### config.mk
export PLATFORM = sky130hd
export DESIGN_NAME = lgb_lane
export DESIGN_NICKNAME = d
export VERILOG_FILES = /design/src/hdl/lgb_pkg.sv /design/src/hdl/lgb_lane.sv
export SDC_FILE = /design/constraint.sdc
export NUM_CORES = 2
export LEC_CHECK = 0
export ABC_AREA = 0
export BUFFER_PORTS_ARGS = -buffer_cell sky130_fd_sc_hd__buf_4
export CORE_ASPECT_RATIO = 0.8
export CORE_MARGIN = 2
export CORE_UTILIZATION = 45
export DETAILED_ROUTE_END_ITERATION = 6
export HOLD_SLACK_MARGIN = 0.08
export SYNTH_ARGS = -nofsm -noshare
export SYNTH_HDL_FRONTEND = slang
export SYNTH_SLANG_ARGS = --single-unit
### constraint.sdc
create_clock -name i_clk -period 23.9 [get_ports i_clk]
set_clock_uncertainty 0.15 [all_clocks]
set_input_delay 7.17 -clock i_clk [delete_from_list [all_inputs] [get_ports i_clk]]
set_output_delay 7.17 -clock i_clk [all_outputs]
set_load 0.01 [all_outputs]
### src/hdl/lgb_pkg.sv
// ----------------------------------------------------------------------------
// lgb_pkg: shared types and constants of the legendre basis evaluator
// widths of the stream fields, register indexes, dimension codes, the
// reciprocal table of the recurrence and the rounding/saturation helpers
// ----------------------------------------------------------------------------
`default_nettype none

package lgb_pkg;

    localparam int COORD_W    = 16;  // q2.14 coordinate
    localparam int VAL_W      = 16;  // q2.14 basis value
    localparam int DEG_W      = 3;   // total degree field
    localparam int P_W        = 32;  // 1d polynomial value, saturated to 32 bits
    localparam int DIM_W      = 2;
    localparam int ORDER_W    = 3;
    localparam int CFG_ADDR_W = 2;
    localparam int CFG_DATA_W = 3;
    localparam int IN_TDATA_W  = 48;
    localparam int OUT_TDATA_W = 24;
    localparam int RECIP_W     = 18;  // signed, holds 65536
    localparam int RECIP_SHIFT = 16;

    // configuration register indexes
    localparam logic [CFG_ADDR_W-1:0] REG_DIMENSION = 2'd0;
    localparam logic [CFG_ADDR_W-1:0] REG_MAX_ORDER = 2'd1;

    // dimension codes
    localparam logic [DIM_W-1:0] DIM_X   = 2'd1;
    localparam logic [DIM_W-1:0] DIM_XY  = 2'd2;
    localparam logic [DIM_W-1:0] DIM_XYZ = 2'd3;

    // command from the sequencing control to the merge stage
    typedef struct packed {
        logic               start;
        logic [DIM_W-1:0]   dim;
        logic [ORDER_W-1:0] ord;
    } t_mrg_cmd;

    // round-to-nearest of 65536/n
    function automatic logic signed [RECIP_W-1:0] recip(input logic [2:0] n);
        logic signed [RECIP_W-1:0] r;
        case (n)
            3'd1:    r = 18'sd65536;
            3'd2:    r = 18'sd32768;
            3'd3:    r = 18'sd21845;
            3'd4:    r = 18'sd16384;
            3'd5:    r = 18'sd13107;
            default: r = 18'sd0;
        endcase
        return r;
    endfunction

    // round half up, then arithmetic shift right
    function automatic logic signed [63:0] rnd64(input logic signed [63:0] v,
                                                 input int unsigned s);
        logic signed [63:0] bias;
        bias = 64'sd1 <<< (s - 1);
        return (v + bias) >>> s;
    endfunction

    function automatic logic signed [31:0] sat64_32(input logic signed [63:0] v);
        logic signed [31:0] r;
        if (v > 64'sd2147483647) begin
            r = 32'sh7fffffff;
        end else if (v < -64'sd2147483648) begin
            r = 32'sh80000000;
        end else begin
            r = v[31:0];
        end
        return r;
    endfunction

    function automatic logic signed [15:0] sat64_16(input logic signed [63:0] v);
        logic signed [15:0] r;
        if (v > 64'sd32767) begin
            r = 16'sh7fff;
        end else if (v < -64'sd32768) begin
            r = 16'sh8000;
        end else begin
            r = v[15:0];
        end
        return r;
    endfunction

endpackage

`default_nettype wire

### src/hdl/lgb_lane.sv
// ----------------------------------------------------------------------------
// lgb_lane: one coordinate lane of the legendre evaluator
// runs the three-term recurrence p0..pmax for one coordinate, one order at a
// time through the multiply, sum, reciprocal and update phases, and holds the results for the merge stage
// ----------------------------------------------------------------------------
`default_nettype none

module lgb_lane #(
    parameter int MAX_ORDER = 5,
    parameter int FRAC_BITS = 14
) (
    input  wire logic                                i_clk,
    input  wire logic                                i_rst_n,
    input  wire logic                                i_start,
    input  wire logic signed [lgb_pkg::COORD_W-1:0]  i_coord,
    output logic                                     o_busy,
    output logic signed [lgb_pkg::P_W-1:0]           o_p [0:MAX_ORDER]
);
    import lgb_pkg::*;

    localparam int ORD_W = (MAX_ORDER < 2) ? 1 : $clog2(MAX_ORDER + 1);
    localparam int N_W   = $clog2(MAX_ORDER + 2);
    localparam int M1_W  = COORD_W + P_W;
    localparam int NUM_W = ((54 - FRAC_BITS) > 36) ? (54 - FRAC_BITS) : 36;
    localparam int MR_W  = NUM_W + RECIP_W;
    localparam logic signed [P_W-1:0] ONE = P_W'(1) << FRAC_BITS;

    localparam logic [1:0] PH_MUL = 2'd0;  // c * p[n-1]
    localparam logic [1:0] PH_SUM = 2'd1;  // scale, round, subtract
    localparam logic [1:0] PH_RCP = 2'd2;  // times 1/n
    localparam logic [1:0] PH_UPD = 2'd3;  // round, saturate, store

    logic                      r_busy;
    logic [1:0]                r_phase;
    logic [N_W-1:0]            r_n;
    logic signed [COORD_W-1:0] r_c;
    logic signed [P_W-1:0]     r_p1;
    logic signed [P_W-1:0]     r_p2;
    logic signed [M1_W-1:0]    r_m1;
    logic signed [NUM_W-1:0]   r_num;
    logic signed [MR_W-1:0]    r_mr;
    logic signed [P_W-1:0]     r_p [0:MAX_ORDER];

    logic [4:0]             w_coef_a;  // 2n-1
    logic [3:0]             w_coef_b;  // n-1
    logic signed [63:0]     w_prod;
    logic signed [63:0]     w_sub;
    logic signed [63:0]     w_num;
    logic signed [P_W-1:0]  w_pn;

    assign w_coef_b = 4'(r_n - 1'b1);
    assign w_coef_a = {w_coef_b, 1'b1};
    assign w_prod   = r_m1 * $signed({1'b0, w_coef_a});
    assign w_sub    = r_p2 * $signed({1'b0, w_coef_b});
    assign w_num    = rnd64(w_prod, FRAC_BITS) - w_sub;
    assign w_pn     = sat64_32(rnd64(64'(r_mr), RECIP_SHIFT));

    always_ff @(posedge i_clk) begin
        if (!i_rst_n) begin
            r_busy  <= 1'b0;
            r_phase <= PH_MUL;
            r_n     <= N_W'(2);
        end else if (i_start) begin
            r_busy  <= (MAX_ORDER >= 2);
            r_phase <= PH_MUL;
            r_n     <= N_W'(2);
        end else if (r_busy) begin
            r_phase <= r_phase + 2'd1;
            if (r_phase == PH_UPD) begin
                if (r_n == N_W'(MAX_ORDER)) begin
                    r_busy <= 1'b0;
                end else begin
                    r_n <= r_n + 1'b1;
                end
            end
        end
    end

    always_ff @(posedge i_clk) begin
        if (i_start) begin
            r_c    <= i_coord;
            r_p1   <= P_W'(i_coord);
            r_p2   <= ONE;
            r_p[0] <= ONE;
            r_p[1] <= P_W'(i_coord);
        end else if (r_busy) begin
            case (r_phase)
                PH_MUL: begin
                    r_m1 <= r_c * r_p1;
                end
                PH_SUM: begin
                    r_num <= NUM_W'(w_num);
                end
                PH_RCP: begin
                    r_mr <= r_num * recip(3'(r_n));
                end
                PH_UPD: begin
                    r_p[r_n[ORD_W-1:0]] <= w_pn;
                    r_p2 <= r_p1;
                    r_p1 <= w_pn;
                end
                default: begin
                    r_m1 <= r_m1;
                end
            endcase
        end
    end

    assign o_busy = r_busy;
    assign o_p    = r_p;

endmodule

`default_nettype wire

After elaboration in Yosys (flattened, before gate mapping)
Index checks and enable logic that the tools add are counted.
{ "classes": {"n_addsub": 6, "n_mul": 4, "magnitude_cmp": 4, "n_eq_ne": 8, "n_mux": 19, "bitwise": 4, "n_reduce_logical": 12} }
{ "ops": {"columns": ["cell", "count"], "rows": [
  ["$mux 160", 2],
  ["$mux 32", 7],
  ["$bwmux 192", 1],
  ["$demux 32 s3", 1],
  ["$pmux 17 s5", 1],
  ["$add 58x17->59 const B", 1],
  ["$mul 40x18->58", 1],
  ["$add 54x15->54 const B", 1],
  ["$mul 48x6->54", 1],
  ["$mux 18", 3],
  ["$mul 16x32->48", 1],
  ["$gt 43x32->1 const B", 1],
  ["$lt 43x32->1 const B", 1],
  ["$sub 40x37->40", 1],
  ["$mul 32x5->37", 1],
  ["$reduce_and 3->1", 5],
  ["$eq 3x2->1 const B", 2],
  ["$eq 3x3->1 const B", 2],
  ["$eq 2x2->1 const B", 2],
  ["$ge 4x4->1 const B", 1],
  ["$lt 4x1->1 const B", 1],
  ["$mux 1", 4],
  ["$not 3->4", 1],
  ["$reduce_and 2->1", 2],
  ["other kinds (10)", 13]
]} }
{ "word_totals": {"ff_bits": 424, "input_bits": 19, "out_inout_bits": 193, "wordCells": 72} }

Logic depth before layout (Yosys ltp)
{ "depth": {"ltp_word": 9, "ltp_mapped": 38, "mapped_depth_nobuf": 33} }

Worst setup path after synthesis
OpenSTA, ideal clock, no wires.
{ "synth_timing": {"path_type": "input -> register", "start": "input i_start", "end": "register r_m1[0], enable pin", "setup_ns": 0.411, "t_arrival_ns": 8.876, "required_time_ns": 23.339, "path_slack_ns": 14.464, "cell_stages": 4, "path_buffers": 2, "cell_sequence": "clkbuf_1 -> clkbuf_1 -> nor2b_1 -> and2_1"} }
{ "synth_via": {"elab_chain_len": 2} }
{ "synth_lines": {"columns": ["item", "line", "text"], "rows": [
  ["start, declared", "lgb_lane.sv:14", "input wire logic i_start,"],
  ["$not 1->1 (no source line)", null, null],
  ["$reduce_and 3->1 (no source line)", null, null],
  ["end signal, assigned", "lgb_lane.sv:89", "r_m1 <= r_c * r_p1;"],
  ["end signal, assigned", "lgb_lane.sv:103", "r_m1 <= r_m1;"],
  ["end, declared", "lgb_lane.sv:39", "logic signed [M1_W-1:0] r_m1;"]
]} }
No other way between the ends.
A chain may end at the register's enable or synchronous reset.

Worst setup path after layout
{ "layout_timing": {"start": "register r_n[0]", "end": "register r_num[39] (data pin)"} }
{ "layout_via": {"elab_chain_len": 4, "word_cells_on_any_way": 5, "classes_between": "add/sub (3); mul (2)"} }
{ "layout_lines": {"columns": ["item", "line", "text"], "rows": [
  ["start, declared", "lgb_lane.sv:35", "logic [N_W-1:0] r_n;"],
  ["start signal, assigned", "lgb_lane.sv:73", "r_n <= r_n + 1'b1;"],
  ["$sub 3x1->4 (*)", "lgb_lane.sv:51", "assign w_coef_b = 4'(r_n - 1'b1);"],
  ["$mul 48x6->54", "lgb_lane.sv:53", "assign w_prod = r_m1 * $signed({1'b0, w_coef_a});"],
  ["$add 54x15->54", "lgb_pkg.sv:58", "return (v + bias) >>> s;"],
  ["$sub 40x37->40 (*)", "lgb_lane.sv:55", "assign w_num = rnd64(w_prod, FRAC_BITS) - w_sub;"],
  ["net w_num[39]", "lgb_lane.sv:48", "logic signed [63:0] w_num;"],
  ["end signal, assigned", "lgb_lane.sv:92", "r_num <= NUM_W'(w_num);"],
  ["end, declared", "lgb_lane.sv:40", "logic signed [NUM_W-1:0] r_num;"]
]} }
Mark *: on every way through the listed nets, which the timed path passes. The rest lies on a longest branch.

==> flow_summary.ini <==
[timing]
fin_ws_ns = 12.93
period_minus_slack_ns = 10.97
finalMaxSlewViolations = 0
grt_setup_unrepaired = no
clock.fmax_mhz = 91.2
slew_headroom_pct = 18.0
hold_violations = 0
tightestPinTransition_ns = 1.23
finalCritPeriodShare_pct = 45.9
final.setup.tns_ns = 0
setup_viol = 0

[drt]
first_pass_iters = 6
wire_per_inst_um = 20.5
vias = 44500
drtIter0Drc = 2970
drtAntennaViolNets = 0
wl_um = 177000
drc = 0
via_per_inst = 5.16

[logic_synthesis]
synthArstFlopShare_pct = 0
synth_nets = 8435
ys_warn_count = 0
synth_area_um2 = 65000
yosysSeqAreaShare_pct = 17.8
synthCells = 6568
syn_area_per_cell_um2 = 9.89
synth-edff-count = 339
synthDistinctLibCells = 73
ys_top_cells_by_area = fa_1 38%, edfxtp_1 16%, ha_1 12%, inv_1 9.2%, and2_1 3.8%
synth_ff_type = edfxtp_1
yosysTopAreaCellShare_pct = 38.4
ys_ff_latch = 409
yosys.area.top_type = fa_1

[place]
dpl.hpwl_um = 145000
port_buffers = 211
routabilityCongestion = 0.927
pre_cts_slack_ns = 13.02

[grt]
antenna_found_initial = 5
grt_overflow = 0
grt_usage_pct = 24.6
grt_pass1_wl_um = 278000
grt_max_degree = 62
grt_pass1_vias = 46300

[floorplan]
die_x_um = 429
num_rows = 124
start_util_pct = 45.4
core_region_area_um2 = 143000
dieArea_um2 = 147000
ios = 212
die_h_um = 344

[clock_network]
path_clk_slew_ns = 0.06
h-tree-depth = 2
cts_sinks = 409
clockRootBuffer = clkbuf_16
tritoncts = yes
cts_resized = 0
numCtsBuffers = 44
ctsLongestPathBuffers = 3
post_cts_buffers = 0
cts.hold.buffers_added = 0
clkLatencyLatePin_ns = 0.64

[run_status]
outcome = finished clean

[critical_path]
cp_common_cell = fa_1
slowest_stage = a21oi_1
arrival_ns = 11.14
startpoint_type = flop
cpPeakStageDelay_ns = 0.70
cp-end-kind = flop
worst-setup-path-type = reg2reg
crit_fanout = 41
required_ns = 24.08

[run]
cap_viol_max_count = 0

[layout]
fin_nets = 8564
drive_gt1_share_pct = 6.16
area_growth_pct = 8.26

[worst_hold_path]
hp-class = reg2reg
## Yosys cell counts (9+ instances only)
| cell | count |
|---|---|
| o21ai_0 | 85 |
| fa_1 | 1245 |
| nand2b_1 | 87 |
| a21oi_1 | 183 |
| edfxtp_1 | 339 |
| a31oi_1 | 19 |
| nand3_1 | 47 |
| a211oi_1 | 20 |
| ha_1 | 603 |
| and3_1 | 69 |
| a21o_1 | 59 |
| o21ai_2 | 13 |
| dfxtp_1 | 70 |
| o211ai_1 | 12 |
| nor3_1 | 54 |
| o21a_1 | 18 |
| nor2b_1 | 152 |
| inv_1 | 1595 |
| and2_1 | 394 |
| nor2_1 | 236 |
| nand2_1 | 652 |
| mux2_2 | 17 |
| o21bai_1 | 25 |
| a221oi_1 | 9 |
| xnor2_1 | 133 |
| xor2_1 | 76 |
| nand4_1 | 28 |
| clkbuf_1 | 181 |
## cell type report
cell class,count,area [µm²]
repair buffers,278,2090
multi-input cells,4368,46700
inverters,1596,5990
well taps,1890,2360
flip-flops and latches,409,11600
fillers,13400,72700
clock buffers,56,1230
clock inverters,26,340
diodes,3,7.51
## layout by cell type (no fill, tap or decap), types with 75 or more instances in the layout
cell type	Yosys	layout
nor2_1	236	235
nor2b_1	152	150
o21ai_0	85	85
nand2b_1	87	86
fa_1	1245	1245
xor2_1	76	75
ha_1	603	601
inv_1	1595	1594
nand2_1	652	651
a21oi_1	183	183
edfxtp_1	339	339
buf_4	1	278
xnor2_1	133	133
and2_1	394	390
## critical path: cells and delay by family (launching register included)
family,cells,cell delay (ns)
and+or+nand+nor,5,1.10
DFF,1,0.41
adders and majority gates,8,3.51
AOI/OAI and AO/OA,13,3.54
buffers and inverters,6,1.50
xor gates and xnor gates,3,0.41
## metrics by stage
step / hold slack, ns / instances / instance area, µm² / utilization (%)
after global routing: 0.357 / 8623 / 70300 / 49.2
final: 0.317 / 8626 / 70300 / 49.2
after CTS: 0.317 / 8623 / 70300 / 49.2
after detailed placement: 0.306 / 8541 / 68800 / 48.1
after floorplan: 0.312 / 6568 / 65000 / -
after global placement: 0.295 / 8541 / 68800 / 48.1
## registers in the layout (all words and copies together), names as in the netlist
signal	cells
r_mr	43
r_p1	32
r_p2	32
r_m1	48
r_num	40
o_busy	1
r_phase	2
o_p	192
r_c	16
r_n	3
## per-layer routing
| metal | up-vias | share of wire, % | GRT usage [%] |
|---|---|---|---|
| met2 | 1485 | 42 | 35.7 |
| met3 | 169 | 9.4 | 6.43 |
| met1 | 22600 | 46 | 36.8 |
| met4 | 0 | 2.3 | 5.48 |
| met5 | - | 0 | 0 |
| li1 | 20300 | - | - |
## worst paths after layout
| kind | startpoint | endpoint | slack [ns] | cells after the start |
|---|---|---|---|---|
| max reg2reg | r_n[0] | r_num[39] | 12.93 | 35 |
| min | o_p[191] | o_p[191] | 0.32 | 2 |
| max | r_n[0] | r_num[39] | 12.93 | 35 |
| min reg2reg | o_p[191] | o_p[191] | 0.32 | 2 |
## logic make-up after synthesis
group / after synthesis / share of synthesized area [%]
compound gates: 529 / 5.23
buf+inv: 1791 / 10.4
xor+xnor: 209 / 2.82
mux: 18 / 0.310
simple gates: 1764 / 13.5
fa+ha+maj: 1848 / 50.0
flops: 409 / 17.8
Power is left out: the tool's default activity adds up to more than one toggle a clock period on the data nets, which glitch-free logic cannot reach.
